File: src/rtl/delay_trend_throughput_reporter_defines.svh
// assertion macros for the delay trend throughput reporter
// no dependencies; included by the top level, which carries the checks
`ifndef DELAY_TREND_THROUGHPUT_REPORTER_DEFINES_SVH
`define DELAY_TREND_THROUGHPUT_REPORTER_DEFINES_SVH

// plain property, sampled on clk, off during reset
`define DTTR_CHECK(label, prop, msg) \
  label: assert property (@(posedge clk) disable iff (rst) (prop)) else $error(msg);

// same-cycle implication
`define DTTR_CHECK_IMP(label, ante, cons, msg) \
  label: assert property (@(posedge clk) disable iff (rst) (ante) |-> (cons)) else $error(msg);

`endif

File: src/rtl/dttr_div.sv
// restoring divider, one quotient bit per cycle
// no dependencies
`timescale 1ns / 1ps

module dttr_div #(
  parameter int N_W = 30,
  parameter int D_W = 23
) (
  input  logic           clk,
  input  logic           rst,
  input  logic           start,
  input  logic [N_W-1:0] dividend,
  input  logic [D_W-1:0] divisor,
  output logic           done,
  output logic [N_W-1:0] quotient
);

  localparam int CW = $clog2(N_W + 1);

  logic [D_W-1:0] rem;
  logic [D_W:0]   trial;
  logic [D_W-1:0] dvs;
  logic [CW-1:0]  count;
  logic           run;
  logic           take;

  assign trial = {rem, quotient[N_W-1]};
  assign take  = trial >= {1'b0, dvs};

  always_ff @(posedge clk) begin
    if (rst) begin
      run   <= 1'b0;
      done  <= 1'b0;
      count <= '0;
    end else begin
      done <= 1'b0;
      if (start) begin
        run   <= 1'b1;
        count <= '0;
      end else if (run) begin
        count <= count + 1'b1;
        if (count == CW'(N_W - 1)) begin
          run  <= 1'b0;
          done <= 1'b1;
        end
      end
    end
  end

  always_ff @(posedge clk) begin
    if (start) begin
      rem      <= '0;
      quotient <= dividend;
      dvs      <= divisor;
    end else if (run) begin
      rem      <= take ? D_W'(trial - {1'b0, dvs}) : D_W'(trial);
      quotient <= {quotient[N_W-2:0], take};
    end
  end

endmodule

File: config.mk
export PLATFORM = sky130hd
export DESIGN_NAME = dttr_div
export DESIGN_NICKNAME = d
export VERILOG_FILES = /design/src/rtl/delay_trend_throughput_reporter_defines.svh /design/src/rtl/dttr_div.sv
export SDC_FILE = /design/constraint.sdc
export NUM_CORES = 1
export LEC_CHECK = 0
export BUFFER_PORTS_ARGS = -buffer_cell sky130_fd_sc_hd__buf_4
export CORE_AREA = 2 2 94 96
export DETAILED_ROUTE_END_ITERATION = 7
export DIE_AREA = 0 0 96 98
export GPL_TIMING_DRIVEN = 0
export PLACE_DENSITY_LB_ADDON = 0.25
export SETUP_SLACK_MARGIN = 0.3
export SYNTH_ARGS = -nofsm -noshare
export SYNTH_HDL_FRONTEND = slang
export SYNTH_SLANG_ARGS = --single-unit
export TNS_END_PERCENT = 30
File: constraint.sdc
create_clock -name clk -period 5.05 [get_ports clk]
set_clock_uncertainty 0.15 [all_clocks]
set_input_delay 1.01 -clock clk [delete_from_list [all_inputs] [get_ports clk]]
set_output_delay 1.01 -clock clk [all_outputs]
set_load 0.01 [all_outputs]
# Word level (Yosys, flattened, before mapping)
# Cells that the tools add are included.
# totals
word_cells,21
output_inout_bits,31
regBits,83
inputBits,56
# op_classes
bitwise_logic,1
muxes,7
reduce_logical,3
eq_ne,1
add_sub_neg,2
order_cmp,1
# ops
operator,n
$mux 30,2
$ge 24x23->1,1
$mux 23,1
$sub 23x23->23,1
$add 5x1->5 const B,1
$eq 5x5->1 const B,1
$mux 1,4
$reduce_or 3->1,1
$reduce_bool 2->1,1
$reduce_or 2->1,1
$not 1->1,1

# Depth between registers and ports, before layout
# Gate-level depths: netlist of the first run.
# logic_depth
word_depth,4
mapped_depth,13
ltp_nobuf,11

# Worst setup path after synthesis of the first run
# OpenSTA, ideal clock, no wires.
# synth_timing
path_type,register to register
start,register quotient[29]
end,register rem[22]
setup_slack_ns,2.169
stages_incl_launch_ff,12
period_less_slack_ns,2.881
t_required_ns,4.812
arrival_ns,2.643
path_buffers,0
setup_time_ns,0.088
cell_sequence,edfxtp_1 -> inv_1 -> ha_1 -> fa_1 -> nor2b_4 -> o31a_1 -> o41a_1 -> o21ai_2 -> a21oi_2 -> or4b_1 -> a41o_1 -> a311oi_2
# synth_between
elab_chain_len,2
word_cells_on_any_way,3
cone_classes,add/sub: 1; order compare: 1; mux: 1
# synth_rtl
item,line,source
start: declaration,dttr_div.sv:15,output logic [N_W-1:0] quotient
start signal: assignment,dttr_div.sv:53,quotient <= dividend;
start signal: assignment,dttr_div.sv:57,"quotient <= {quotient[N_W-2:0], take};"
$sub 23x23->23 / $ge 24x23->1 (equally long branches),"dttr_div.sv:56, dttr_div.sv:28",
$mux 23 (*),dttr_div.sv:56,"rem <= take ? D_W'(trial - {1'b0, dvs}) : D_W'(trial);"
end signal: assignment,dttr_div.sv:56,
end: declaration,dttr_div.sv:20,logic [D_W-1:0] rem;
# Every way passes the cells marked *; elsewhere a longest branch is shown, timed or not.
# A chain may end at the register's enable or synchronous reset.

# Worst setup path in the final report of the first run
# layout_timing
start,register quotient[29]
end,register rem[14]
# Same word-level chain as after synthesis.

==> results of run 1 <==
-- worst max-delay path: stages, from the launching register on --
cell	delay, ns
edfxtp_1	0.39
inv_1	0.06
ha_1	0.22
fa_1	0.43
nor2b_4	0.15
o31a_1	0.25
o221ai_1	0.20
a211oi_1	0.41
o21ai_0	0.18
and3_1	0.21
o311a_1	0.33
nor3_1	0.13
-- layer usage --
layer | vias to the layer above | share of wire, %
met5 | - | 0
met4 | 0 | 1.9
met3 | 22 | 8.1
met2 | 137 | 47
met1 | 1709 | 43
li1 | 1761 | -
-- cells in the mapped netlist (2+ instances only) --
cell,number
and2_1,3
inv_1,32
nand2_1,13
o21a_1,2
o21bai_1,3
edfxtp_1,53
clkbuf_1,14
xor2_1,6
a211o_1,2
nor3_1,9
o211ai_1,2
o22ai_1,2
nand3_1,4
and3_1,7
or2_2,3
a211oi_1,20
a21o_1,8
mux2_2,30
buf_4,2
nor4_1,2
dfxtp_1,30
nand4_1,7
a21oi_1,32
mux2i_1,12
or3_1,3
nor2_1,44
o21ai_0,15
xnor2_1,11
ha_1,25
nand2b_1,4
-- area by class of cell --
cell class                 instances  area [um^2]  area share (%)
buffer                            19         87.6            1.59
clock buffer                      10          128            2.32
clock inverter                     6         65.1            1.18
inverter                          32          120            2.18
multi-input combinational        292         2130            38.7
sequential                        83         2190            39.8
tap                              108          135            2.46
timing repair buffer              86          646            11.7
-- sequential cells by signal, summed over array words and instances (netlist names) --
| name | cells |
|---|---|
| rem | 23 |
| run | 1 |
| quotient | 30 |
| dvs | 23 |
| count | 5 |
| done | 1 |
-- power breakdown --
| group | internal (mW) | leakage (nW) | total (mW) | switching, mW |
|---|---|---|---|---|
| logic | 0.216 | 1.50 | 0.455 | 0.240 |
| clock network | 0.230 | 0.0918 | 0.482 | 0.253 |
| registers | 0.790 | 0.774 | 0.824 | 0.0342 |
| total | 1.24 | 2.37 | 1.76 | 0.526 |
-- through the flow --
step           util (%)  worst slack (ns)  power (mW)
3_3_place_gp       62.7              1.57        1.27
4_1_cts            65.0              1.88        1.77
2_1_floorplan         -              2.17        1.14
6_report           65.0              1.88        1.76
5_1_grt            65.0              1.64        1.86
3_5_place_dp       62.7              1.51        1.29
-- cell families (layout without fill, tap and decap cells) --
kind of cell	after synthesis	after routing
muxes	42	42
AOI/OAI and AO/OA	100	100
DFF	83	83
xor gates and xnor gates	17	17
and+or+nand+nor	107	107
adders and majority gates	26	26
buffers and inverters	51	153
-- final timing paths --
check	startpoint	endpoint	slack [ns]	cells past startpoint
min reg2reg	rem[20]	rem[20]	0.35	2
max reg2reg	quotient[29]	rem[14]	1.88	11
min	rem[20]	rem[20]	0.35	2
max	quotient[29]	rem[14]	1.88	11
==> flow_metrics.tcl, run 1 <==
set metrics [dict create \
    num_rows 34 \
    synth_area_leaders "edfxtp_1 (35%), dfxtp_1 (13%), mux2_2 (7.5%), ha_1 (6.9%), nor2_1 (3.6%)" \
    cp.required_ns 5.19 \
    drt_wl_total_mm 10.2 \
    antenna_found_initial 0 \
    cts_tree "built" \
    power.density_nw_per_um2 320 \
    max_slew_margin_pct 50.7 \
    ant_nets 0 \
    ios 87 \
    gp_congestion 0.897 \
    end_kind "flop" \
    cp-start-kind "flop" \
    design_area_um2 5500 \
    start_util_pct 53.5 \
    arrival_ns 3.32 \
    vias 3629 \
    layout-drive-gt1-share_pct 27.1 \
    yosys_warnings 0 \
    fin_cells 636 \
    cap_violations 0 \
    syn_area_um2 4530 \
    cts.clk_slew.worst_paths_ns 0.09 \
    synth_compound_area_share_pct 14.6 \
    drtIter0Drc 235 \
    met2_usage_pct 35.3 \
    cts_resized 0 \
    dieHeight_um 98 \
    synthArstFlopShare_pct 0 \
    yosys.area_share.simple_pct 11.7 \
    dp_hpwl_mm 7.39 \
    viasPerCell 5.71 \
    status "finished clean" \
    final_nets 605 \
    fin_setup_tns_ns 0 \
    synth_top_area_share_pct 35.1 \
    hold_class "flop to flop" \
    syn_nets 508 \
    tightest_slew_ns 0.738 \
    fmax_mhz 315 \
    finalSetupViolCount 0 \
    clkLatencyLatePin_ns 0.37 \
    min_period_ns 3.17 \
    hold_ws_ns 0.349 \
    synthAdderAreaFrac_pct 7.35 \
    cts-buffers-inserted 9 \
    antenna_cells 0 \
    fin_crit_sh_pct 62.9 \
    route.detailed.drc 0 \
    grt_usage_pct 22.9 \
    synth.distinct_cells 56 \
    grt.busiest_layer "met2" \
    final_common_cell "buf_4" \
    synth.avg_cell_area_um2 10.6 \
    yosys.area.top_type "edfxtp_1" \
    nFillCells 678 \
    cts.hold.buffers_added 0 \
    synth-seq-cells 83 \
    grt_remaining_overflow 0 \
    cts.sinks 83 \
    place_area_um2 5310 \
    cts_setup_buffers 0 \
    port_buffers 86 \
    cts.path.max_buffers 2 \
    grt_pass1_wl_mm 17.0 \
    routedWlPerCell_um 16.0 \
    synth-xor-area-share_pct 3.29 \
    synth_mux_area_share_pct 10.1 \
    seq_area_frac_synth_pct 48.4 \
    die_width_um 96 \
    vdd_drop_max_uv 194 \
    clockRootBuffer "clkbuf_8" \
    dp_cells 620 \
    synth_flop_cell "edfxtp_1" \
    worstSetupPathType "flop to flop" \
    synth_edf_count 53 \
    p_leak_nw 2.37 \
    postSynthCellCount 426 \
    slew_viol_final 0 \
    fp.coreArea_um2 8470 \
    grt.met3_usage_pct 7.10 \
    crit_path_max_fanout 5 \
    hold_viol 0 \
    synth_top_family_by_area "compound AO/OA/AOI/OAI gates" \
    htree_levels 3 \
    dieArea_um2 9410 \
    grt_use_met1_pct 30.4 \
    grt_setup_unrepaired "no" \
    syn_to_final_growth_pct 21.5 \
    grt_start_max_net_pins 31 \
    first_global_vias 3711 \
    final_cell_mix "buf_4 (88), edfxtp_1 (53), nor2_1 (44)" \
    drtPass1Iterations 4 \
]
Note: power is estimated with default switching activity, not from simulation.
==> run 2: changes to the inputs <==
==> constraint.sdc (replaced) <==
create_clock -name clk -period 3.3 [get_ports clk]
set_clock_uncertainty 0.15 [all_clocks]
set_input_delay 0.66 -clock clk [delete_from_list [all_inputs] [get_ports clk]]
set_output_delay 0.66 -clock clk [all_outputs]
set_load 0.01 [all_outputs]
==> flow_metrics.tcl, run 2 (same netlist as run 1, synthesis figures left out) <==
set metrics [dict create \
    route.detailed.drc 0 \
    max_slew_margin_pct 53.2 \
    utilization_pct 66.3 \
    design_area_um2 5610 \
    fp.coreArea_um2 8470 \
    cp_slowest_cell "or4b_1" \
    grt_setup_unrepaired "yes" \
    largest_reg_flops 30 \
    routedWlPerCell_um 16.3 \
    crit_chain "inv_1 -> ha_2 -> fa_2 -> nor2b_4 -> o31a_1 -> o41a_1 -> o21ai_2 -> a21oi_2 -> or4b_1 -> a41o_1 -> a311oi_2" \
    cp-start-kind "flop" \
    status "finished clean" \
    fmax_mhz 327 \
    fin_crit_sh_pct 92.8 \
    drt_wl_total_mm 10.5 \
    nFillCells 664 \
    regMostFlops "quotient" \
    num_rows 34 \
    p_leak_nw 2.42 \
    cp.required_ns 3.43 \
    cap_violations 0 \
    cts.sinks 83 \
    vias 3702 \
    grt_pass1_wl_mm 17.2 \
    end_kind "flop" \
    setup_ws_ns 0.239 \
    arrival_ns 3.19 \
    cts-buffers-inserted 9 \
    vdd_drop_max_uv 289 \
    ios 87 \
    syn_to_final_growth_pct 23.8 \
    clockRootBuffer "clkbuf_8" \
    preCtsSetupSlack_ns 0.114 \
    final_cell_mix "buf_4 (94), edfxtp_1 (53), nor2_1 (44)" \
    cts.clk_slew.worst_paths_ns 0.09 \
    tightest_slew_ns 0.703 \
    dieArea_um2 9410 \
    drtIter0Drc 211 \
    ant_nets 0 \
    gp_congestion 0.897 \
    grt_remaining_overflow 0 \
    grt_usage_pct 23.2 \
    p_total_mw 2.74 \
    dieHeight_um 98 \
    antenna_found_initial 0 \
    hold_viol 0 \
    min_period_ns 3.06 \
    grt_start_max_net_pins 31 \
    reg_top3 "quotient: 30 flops, dvs: 23 flops, rem: 23 flops" \
    power.density_nw_per_um2 488 \
    crit_path_max_fanout 3 \
    layout-drive-gt1-share_pct 29.3 \
    slew_viol_final 0 \
    port_buffers 86 \
    drtPass1Iterations 5 \
    htree_levels 3 \
    hold_class "input port to flop" \
    first_global_vias 3735 \
    die_width_um 96 \
    final_common_cell "buf_4" \
    start_util_pct 53.5 \
    dp_hpwl_mm 7.39 \
    clkLatencyLatePin_ns 0.37 \
    viasPerCell 5.75 \
    finalSetupViolCount 0 \
    final_nets 613 \
    place_area_um2 5310 \
    antenna_cells 0 \
    cts_tree "built" \
    cts.hold.buffers_added 0 \
    max_stage_delay_ns 0.50 \
    fin_setup_tns_ns 0 \
    cts.path.max_buffers 2 \
    worstSetupPathType "flop to flop" \
]
run 2: cell count changes in the layout (fill, tap and decap cells not counted), sizes merged:
cell and delta:
buf +7, clkbuf +1
run 2: critical path: cells and delay by family (launching register included):
family | cells | cell delay [ns]
DFF | 1 | 0.41
buffers and inverters | 1 | 0.09
adders and majority gates | 2 | 0.41
AOI/OAI and AO/OA | 6 | 1.35
and+or+nand+nor | 2 | 0.55
run 2: metrics by stage:
stage | hold slack, ns | std cells
floorplan | 0.314 | 426
global placement | 0.328 | 620
detailed placement | 0.333 | 620
CTS | 0.293 | 638
global route | 0.287 | 644
finish | 0.298 | 644
run 2: path summary, 6_finish.rpt:
| path | start | endpoint | slack (ns) | cells after the start |
|---|---|---|---|---|
| max | quotient[29] | rem[22] | 0.24 | 11 |
| min | rst | run | 0.30 | 2 |
| max reg2reg | quotient[29] | rem[22] | 0.24 | 11 |
| min reg2reg | rem[20] | rem[20] | 0.35 | 2 |
run 2: final cells by class:
cell class / instances / area, um^2 / share of cell area, %
clock inverters: 6 / 65.1 / 1.16
well taps: 108 / 135 / 2.41
flip-flops and latches: 83 / 2190 / 39.1
multi-input cells: 292 / 2160 / 38.5
clock buffers: 10 / 128 / 2.27
plain buffers: 19 / 106 / 1.90
inverters: 32 / 120 / 2.14
repair buffers: 94 / 706 / 12.6
run 2: what timing repair did:
| item | in CTS | in global routing |
|---|---|---|
| gates cloned | 0 | 0 |
| resized for setup | 5 | 8 |
| endpoints found under the setup margin | 24 | 24 |
| pin swaps | 0 | 3 |
| buffers inserted | 2 | 6 |
run 2: report_power, final:
| group | total [mW] | internal, mW | switching, mW |
|---|---|---|---|
| clock network | 0.740 | 0.351 | 0.389 |
| logic | 0.739 | 0.355 | 0.383 |
| registers | 1.26 | 1.21 | 0.0526 |
run 2: routing by layer:
| layer | track usage, % | up-vias | routed length [um] |
|---|---|---|---|
| met2 | 35.6 | 140 | 4960 |
| li1 | - | 1771 | - |
| met3 | 7.10 | 20 | 828 |
| met1 | 30.8 | 1771 | 4540 |
| met5 | 0 | - | 0 |
| met4 | 8.35 | 0 | 195 |
