File: config.mk
export PLATFORM = sky130hd
export DESIGN_NAME = dttr_ram
export DESIGN_NICKNAME = d
export VERILOG_FILES = /design/src/rtl/delay_trend_throughput_reporter_defines.svh /design/src/rtl/dttr_ram.sv
export SDC_FILE = /design/constraint.sdc
export NUM_CORES = 1
export LEC_CHECK = 0
export BUFFER_PORTS_ARGS = -buffer_cell sky130_fd_sc_hd__clkbuf_2
export CELL_PAD_IN_SITES_DETAIL_PLACEMENT = 0
export CELL_PAD_IN_SITES_GLOBAL_PLACEMENT = 1
export CORE_MARGIN = 2
export CORE_UTILIZATION = 55
export CTS_BUF_LIST = sky130_fd_sc_hd__clkbuf_4
export CTS_CLUSTER_DIAMETER = 150
export DETAILED_ROUTE_END_ITERATION = 10
export GPL_TIMING_DRIVEN = 0
export PLACE_DENSITY_LB_ADDON = 0.1
export SETUP_SLACK_MARGIN = 0.1
export SYNTH_ARGS = -nofsm -noshare
export SYNTH_HDL_FRONTEND = slang
export SYNTH_SLANG_ARGS = --single-unit
export TNS_END_PERCENT = 1
File: constraint.sdc
create_clock -name clk -period 2.13 [get_ports clk]
set_clock_uncertainty 0.05 [all_clocks]
set_input_delay 0.1065 -clock clk [delete_from_list [all_inputs] [get_ports clk]]
set_output_delay 0.1065 -clock clk [all_outputs]
set_load 0.01 [all_outputs]
File: src/rtl/delay_trend_throughput_reporter_defines.svh
// assertion macros for the delay trend throughput reporter
// no dependencies; included by the top level, which carries the checks
`ifndef DELAY_TREND_THROUGHPUT_REPORTER_DEFINES_SVH
`define DELAY_TREND_THROUGHPUT_REPORTER_DEFINES_SVH

// plain property, sampled on clk, off during reset
`define DTTR_CHECK(label, prop, msg) \
  label: assert property (@(posedge clk) disable iff (rst) (prop)) else $error(msg);

// same-cycle implication
`define DTTR_CHECK_IMP(label, ante, cons, msg) \
  label: assert property (@(posedge clk) disable iff (rst) (ante) |-> (cons)) else $error(msg);

`endif

File: src/rtl/dttr_ram.sv
// generic single-port-write, single-port-read ram with registered read
// no dependencies
`timescale 1ns / 1ps

module dttr_ram #(
  parameter int WIDTH = 8,
  parameter int DEPTH = 64
) (
  input  logic                     clk,
  input  logic                     we,
  input  logic [$clog2(DEPTH)-1:0] waddr,
  input  logic [WIDTH-1:0]         wdata,
  input  logic                     re,
  input  logic [$clog2(DEPTH)-1:0] raddr,
  output logic [WIDTH-1:0]         rdata
);

  logic [WIDTH-1:0] mem [DEPTH];

  always_ff @(posedge clk) begin
    if (we) begin
      mem[waddr] <= wdata;
    end
    if (re) begin
      rdata <= mem[raddr];
    end
  end

endmodule

# Word level (Yosys, flattened, before mapping)
# Memory sizes are Yosys's and may differ from the RTL's. A register that Yosys moved wholly into a read port is not among the register bits.
# Cells that the tools add are included.
classes:
  n_mux: 2
ops:
  columns: ["operator", "count"]
  rows:
  - ["$mux 1", 2]
word_totals:
  regBits: 0
  ram_bits: 512
  input_bits: 23
  output_inout_bits: 8
  memories: 1
memory_table:
  columns: ["memory", "words", "width", "read_ports", "rd_ports_with_merged_regs", "wr", "line_no", "source"]
  rows:
  - ["mem", 64, 8, 1, 1, 1, "dttr_ram.sv:18", "logic [WIDTH-1:0] mem [DEPTH];"]

# Longest topological paths before layout
# Gate-level depths: netlist of the first run.
logic_depth:
  depth_word: 2
  depth_mapped: 9
  depth_no_buf: 5

# Worst setup path before layout of the first run
# Ideal clock, no wire load.
synth_timing:
  kind: "in2reg"
  startpoint: "input port raddr[1]"
  endpoint: "register rdata[3], read port of mem, data pin"
  arrival_time_ps: 1646
  required_time_ps: 1814
  setup_slack_ps: 167
  path_stages: 7
  path_buffers: 3
  cell_sequence: "buf_4 > buf_2 > buf_2 > mux4_2 > mux4_2 > o21ai_1 > o41ai_1"
synth_lines:
  columns: ["item", "line_no", "source"]
  rows:
  - ["start: declaration", "dttr_ram.sv:14", "input logic [$clog2(DEPTH)-1:0] raddr,"]
  - ["end: declaration", "dttr_ram.sv:15", "output logic [WIDTH-1:0] rdata"]

==> summary.md, run 1 <==
| Metric | Value |
|---|---|
| Max-cap violations | 0 |
| Global-route wire length before repair | 70.9 mm |
| Synth-to-layout area growth | 13.8% |
| Power Total | 20.9 mW |
| Total track usage | 0.267 |
| Final setup margin | -0.0166 ns |
| CTS tree | done |
| Nets | 1143 |
| Hold_sp | raddr[4] |
| Die Y-Extent | 196 µm |
| Period utilization | 1.01 |
| Final Hold Fails | 0 |
| Number of global-route vias before repair | 10.7k |
| H-tree levels | 4 |
| Post-DRT Antenna Nets | 0 |
| WP data arrival | 2.63 ns |
| Clock slew seen by the registers of the worst setup and hold paths | 0.06 ns |
| Die Area | 0.0384 mm² |
| Max Slew Vio Count | 0 |
| RSZ-0062 raised after global routing | yes |
| Pre-CTS setup slack | -1.04 ns |
| Most common cell after layout, fill and taps aside | edfxtp_1 |
| Post-Synthesis Cells | 940 |
| Skew-Pair Late Insertion Delay | 0.82 ns |
| Post-layout min period | 2.15 ns |
| Slew headroom | 0.0893 |
| Setup TNS | -0.0166 ns |
| Fillcell total | 2578 |
| Failing checks | negative setup slack |
| Critical Path Most Common Cell | mux4_2 |
| Status | complete, but fails checks |
| Die Wd | 196 µm |
| Post-synthesis sequential area ratio | 0.771 |
| Largest net degree at the start of global routing | 65 |
| Core box area | 0.0364 mm² |
| Hold Path Class | in2reg |
| Slowest CP cell | mux4_2 |
| Syn nets | 963 |
| Post-DP HPWL | 30.2 mm |
| DR iter-0 viols | 1008 |
| DRC errors left | 0 |
| Placed inst area | 0.0209 mm² |
| Clock sink total | 520 |
| Final setup vio count | 1 |
| Tightest Pin Transition | 1.37 ns |
| Layout Cells excl Fill | 1676 |
| Average vias per placed instance | 6.18 |
| Via count | 10.4k |
| Max incr delay on CP | 0.57 ns |
| Synth unique cells | 39 |
| Setup crit end kind | flop |
| Max rail drop VDD | 0.498 mV |
| Max Root-Sink Buffers | 3 |
| WL per Instance | 29.2 µm |
| Fraction of layout cells with a size suffix above 1 | 0.349 |
| Grt total ovfl | 0 |
| Post-Layout Inst Area | 0.0230 mm² |
| Worst Path Max Fanout | 1 |
| I/O pins | 31 |
| Avg Inst Size Synth | 21.5 µm² |
| Rows | 70 |
| Initial antenna violation count | 2 |
| Power per Cell Area | 908 mW/mm² |
| Root Buffer | clkbuf_4 |
| CP startpoint kind | flop |
| Reg2Reg Launch Point | mem[2][1]$_DFFE_PP_ |
| Critical Path RT | 2.61 ns |
| Synthesized cell area | 0.0202 mm² |
| Placed insts | 1430 |
| Cells along the critical path | mux4_2 -> mux4_2 -> nor2_2 -> nor3_1 -> o2bb2ai_2 |
| Commonest non-fill, non-tap cells in the layout | 520 x edfxtp_1, 189 x clkbuf_4, 126 x mux4_2 |
| FF-to-FF setup slack | -0.02 ns |
| Setup CP Type | reg2reg |
| Fmax | 0.466 GHz |
| CP Launch Point | mem[2][1]$_DFFE_PP_ |
| Leak | 7.40 nW |
| Ys Warns | 0 |
| Global placement routability congestion | 0.855 |
| TritonCTS Buffers | 132 |
| Routed WL | 49.0 mm |
| 1st-pass router iterations | 6 |
| Initial Util | 0.556 |
| Port Buffers | 22 |
| Seq cells post-synth | 520 |
-- layout make-up --
class	count	area, µm²	area share
antenna	1	2.50	0.000109
buffer	51	328	0.0142
clock buffer	189	1420	0.0616
clock inverter	32	229	0.00994
multi-input combinational	369	4440	0.192
sequential	520	15600	0.678
tap	468	586	0.0254
timing repair buffer	46	428	0.0186
-- cell usage after synthesis (all sizes together) --
library cell	number	area (µm²)
edfxtp	520	15600
mux4	126	2840
nor2	83	312
buf	34	253
mux2i	23	230
nand2	19	71.3
clkbuf	17	63.8
nor2b	14	87.6
mux2	13	146
nand3	13	65.1
o221ai	8	70.1
o22ai	8	50.1
nand2b	7	43.8
nor3	7	35.0
a221oi	6	52.6
a211oi	4	30.0
o21ai	4	20.0
a21oi	3	15.0
a22oi	3	22.5
nand3b	3	22.5
o2111ai	3	26.3
o2bb2ai	3	26.3
a2111oi	2	17.5
nand4	2	12.5
nor4	2	12.5
o21a	2	15.0
o221a	2	22.5
o32ai	2	17.5
o41ai	2	17.5
a31oi	1	6.26
and2	1	6.26
nand4b	1	8.76
o311ai	1	8.76
or3	1	6.26
-- worst max-delay path, delay by kind of cell, from the launching register on --
kind,cells,cell delay [ns]
DFF,1,0.38
and+or+nand+nor,2,0.19
AOI/OAI and AO/OA,1,0.18
muxes,2,1.08
-- per-stage QoR --
step	hold WS, ns	utilization
detailed placement	0.481	0.575
CTS	0.0198	0.625
floorplan	0.155	-
global route	0.0223	0.632
global placement	0.474	0.575
finish	0.0464	0.632
-- cells by family after synthesis --
group | after synthesis | share of synthesized area
flip-flops | 520 | 0.771
multiplexers | 162 | 0.159
AND/OR/NAND/NOR | 153 | 0.0337
AO/OA/AOI/OAI | 54 | 0.0206
buffers and inverters | 51 | 0.0156
-- path summary, 6_finish.rpt --
kind                             end  cells after the start
hold reg to reg   rdata[2]$_DFFE_PP_                      4
hold / removal    rdata[5]$_DFFE_PP_                      4
setup / recovery  rdata[1]$_DFFE_PP_                      5
setup reg to reg  rdata[1]$_DFFE_PP_                      5
-- per-layer routing --
metal,routed length (µm),global-route usage,share of wire,vias up
met4,1650,0.117,0.034,0
li1,-,-,-,4391
met2,22300,0.393,0.45,539
met5,0,0,0,-
met1,20200,0.375,0.41,5310
met3,4970,0.0817,0.10,110
-- registers in the layout, summed over array words and instances, names as in the netlist --
| name | flops |
|---|---|
| rdata | 8 |
| mem | 512 |
-- power by group --
group	internal, mW	total [mW]	switching (mW)
combinational	0.460	1.22	0.764
sequential	11.3	11.4	0.0194
clock	4.54	8.34	3.80
-- timing repair --
action / CTS / global route
endpoints found under the hold margin: 76 / 332
cloned: 0 / 0
gates resized for setup: 22 / 7
setup buffers: 0 / 0
pin swaps: 5 / 3
hold buffers: 10 / 7
endpoints found under the setup margin: 8 / 16
Power figures use the tool's default switching activity.
==> inputs of run 2 (changes only) <==
--- a/config.mk
+++ b/config.mk
@@ -10,7 +10,7 @@
 export CELL_PAD_IN_SITES_GLOBAL_PLACEMENT = 1
 export CORE_MARGIN = 2
 export CORE_UTILIZATION = 55
-export CTS_BUF_LIST = sky130_fd_sc_hd__clkbuf_4
+export CTS_BUF_LIST = sky130_fd_sc_hd__clkbuf_16
 export CTS_CLUSTER_DIAMETER = 150
 export DETAILED_ROUTE_END_ITERATION = 10
 export GPL_TIMING_DRIVEN = 0
==> run 2 against run 1 <==
  * The flow still finishes with violations (negative setup slack)
  * Count of clock-buffer cells in the layout down 138
  * Critical path depth shrank 1
  * Global-route usage fell by 0.62 points
  * Die area stayed put
  * Combinational power about the same
  * Critical path type unchanged
  * Largest power group unchanged
  * Highest routed layer unchanged
==> summary.md, run 2 (synthesis results as in run 1) <==
| Metric | Value |
|---|---|
| Max Slew Vio Count | 0 (unchanged) |
| Fraction of layout cells with a size suffix above 1 | 0.276 (was 0.349) |
| DRC errors left | 0 (unchanged) |
| TritonCTS Buffers | 51 (was 132) |
| Max Root-Sink Buffers | 3 (unchanged) |
| Number of diodes | 0 (was 1) |
| WL per Instance | 31.5 µm (was 29.2 µm) |
| Critical Path RT | 2.39 ns (was 2.61 ns) |
| Clock slew seen by the registers of the worst setup and hold paths | 0.06 ns (about the same) |
| Most common cell after layout, fill and taps aside | edfxtp_1 (unchanged) |
| Leak | 7.23 nW (was 7.40 nW) |
| Commonest non-fill, non-tap cells in the layout | 520 x edfxtp_1, 126 x mux4_2, 79 x nor2_1 (was 520 x edfxtp_1, 189 x clkbuf_4, 126 x mux4_2) |
| Total track usage | 0.261 (was 0.267) |
| Tightest Pin Transition | 1.35 ns (was 1.37 ns) |
| Rows | 70 (unchanged) |
| Final setup vio count | 3 (was 1) |
| WP data arrival | 2.42 ns (was 2.63 ns) |
| Routed WL | 48.3 mm (was 49.0 mm) |
| Synth-to-layout area growth | 13.4% (was 13.8%) |
| RSZ-0062 raised after global routing | yes (unchanged) |
| Period utilization | 1.02 (was 1.01) |
| Setup bufs post-CTS | 0 (unchanged) |
| Area of the multi-input gates | 0.00443 mm² (was 0.00444 mm²) |
| Worst R2R Path Depth | 4 (was 5) |
| Max rail drop VDD | 0.661 mV (was 0.498 mV) |
| Storage element area | 0.0156 mm² (unchanged) |
| Worst Path Max Fanout | 1 (unchanged) |
| CTS tree | done (unchanged) |
| Failing checks | negative setup slack (unchanged) |
| Via count | 9812 (was 10.4k) |
| Grt total ovfl | 0 (unchanged) |
| Clock sink total | 520 (unchanged) |
| Post-Layout Inst Area | 0.0230 mm² (about the same) |
| Hold_ws | 0.00700 ns (was 0.0464 ns) |
| Final setup margin | -0.0345 ns (was -0.0166 ns) |
| Setup CP Type | reg2reg (unchanged) |
| Initial antenna violation count | 1 (was 2) |
| Status | complete, but fails checks (unchanged) |
| Skew-Pair Late Insertion Delay | 0.58 ns (was 0.82 ns) |
| Largest net degree at the start of global routing | 65 (unchanged) |
| Most flops, register | mem (unchanged) |
| Post-DP HPWL | 30.2 mm (unchanged) |
| FF-to-FF End | rdata[5]$_DFFE_PP_ (was rdata[1]$_DFFE_PP_) |
| Final Hold Fails | 0 (unchanged) |
| Max reg flops | 512 (unchanged) |
| Average vias per placed instance | 6.40 (was 6.18) |
| Placed insts | 1430 (unchanged) |
| Post-DRT Antenna Nets | 0 (unchanged) |
| Global-route wire length before repair | 69.5 mm (was 70.9 mm) |
| Number of global-route vias before repair | 9889 (was 10.7k) |
| 1st-pass router iterations | 5 (was 6) |
| Die Y-Extent | 196 µm (unchanged) |
| Fillcell total | 2485 (was 2578) |
| DR iter-0 viols | 943 (was 1008) |
| Setup crit end kind | flop (unchanged) |
| Power per Cell Area | 945 mW/mm² (was 908 mW/mm²) |
| Max-cap violations | 0 (unchanged) |
| CP startpoint kind | flop (unchanged) |
| Initial Util | 0.556 (unchanged) |
| Placed inst area | 0.0209 mm² (unchanged) |
| FF-to-FF setup slack | -0.03 ns (was -0.02 ns) |
| Hold Path Class | in2reg (unchanged) |
| Die Area | 0.0384 mm² (unchanged) |
| Layout Cells excl Fill | 1534 (was 1676) |
| H-tree levels | 2 (was 4) |
| I/O pins | 31 (unchanged) |
| Top Registers | mem: 512 flops, rdata: 8 flops (unchanged) |
| Root Buffer | clkbuf_16 (was clkbuf_4) |
| Global placement routability congestion | 0.855 (unchanged) |
| Reg2Reg Launch Point | mem[3][5]$_DFFE_PP_ (was mem[2][1]$_DFFE_PP_) |
| Core box area | 0.0364 mm² (unchanged) |
| Nets | 1049 (was 1143) |
| Port Buffers | 22 (unchanged) |
| Post-layout min period | 2.16 ns (was 2.15 ns) |
| Fmax | 0.462 GHz (was 0.466 GHz) |
| Hold_sp | wdata[2] (was raddr[4]) |
| Die Wd | 196 µm (unchanged) |
| Worst Hold Path EP | mem[0][2]$_DFFE_PP_ (was rdata[5]$_DFFE_PP_) |
| Hold Crit Depth | 1 (was 4) |
| Fin util | 0.630 (was 0.632) |
| Slew headroom | 0.0980 (was 0.0893) |
-- run 2: area by class of cell --
type | instances | share of cell area
plain buffers | 51 | 0.0147
well taps | 468 | 0.0255
repair buffers | 33 | 0.0130
flip-flops and latches | 520 | 0.680
multi-input cells | 369 | 0.193
clock buffers | 51 | 0.0556
clock inverters | 42 | 0.0180
-- run 2: per-layer routing --
metal,GRT usage,up-vias,part of all wire
met4,0.0791,0,0.024
met3,0.0622,66,0.087
met1,0.385,5206,0.42
met5,0,-,0
li1,-,4116,-
met2,0.395,424,0.47
-- run 2: critical path: stages, from the launching register on --
cell       delay [ns]
edfxtp_1         0.37
mux4_2           0.53
nor2b_1          0.16
a2111oi_0        0.64
o41ai_1          0.14
-- run 2: timing repair --
| item | in CTS | in global routing |
|---|---|---|
| cloned | 0 | 0 |
| pin swaps | 4 | 1 |
| hold buffers | 1 | 3 |
| setup endpoints to repair | 8 | 16 |
| endpoints found under the hold margin | 10 | 39 |
| resized for setup | 24 | 15 |
-- run 2: power breakdown --
group | switching [mW] | internal (mW) | leakage [nW]
Combinational | 0.758 | 0.445 | 1.68
Clock | 3.70 | 5.42 | 0.862
Sequential | 0.0195 | 11.3 | 4.69
-- run 2: worst max path at each step --
stage,start,depth (start not counted),to,slack (ns)
after floorplan,raddr[1],7,rdata[3]$_DFFE_PP_,0.17
after global placement,raddr[1],7,rdata[3]$_DFFE_PP_,-1.03
after detailed placement,raddr[1],7,rdata[3]$_DFFE_PP_,-1.04
after CTS,mem[2][2]$_DFFE_PP_,5,rdata[2]$_DFFE_PP_,-0.01
after global routing,mem[2][1]$_DFFE_PP_,5,rdata[1]$_DFFE_PP_,-0.06
final,mem[3][5]$_DFFE_PP_,4,rdata[5]$_DFFE_PP_,-0.03
-- run 2: metrics by stage --
stage / setup WS, ns / setup TNS (ns) / total power, mW
after floorplan: 0.167 / 0 / 12.2
after global placement: -1.03 / -83.23 / 12.7
after detailed placement: -1.04 / -92.17 / 12.7
after CTS: -0.0141 / -0.0320 / 21.8
after global routing: -0.0566 / -0.220 / 22.3
final: -0.0345 / -0.0752 / 21.7
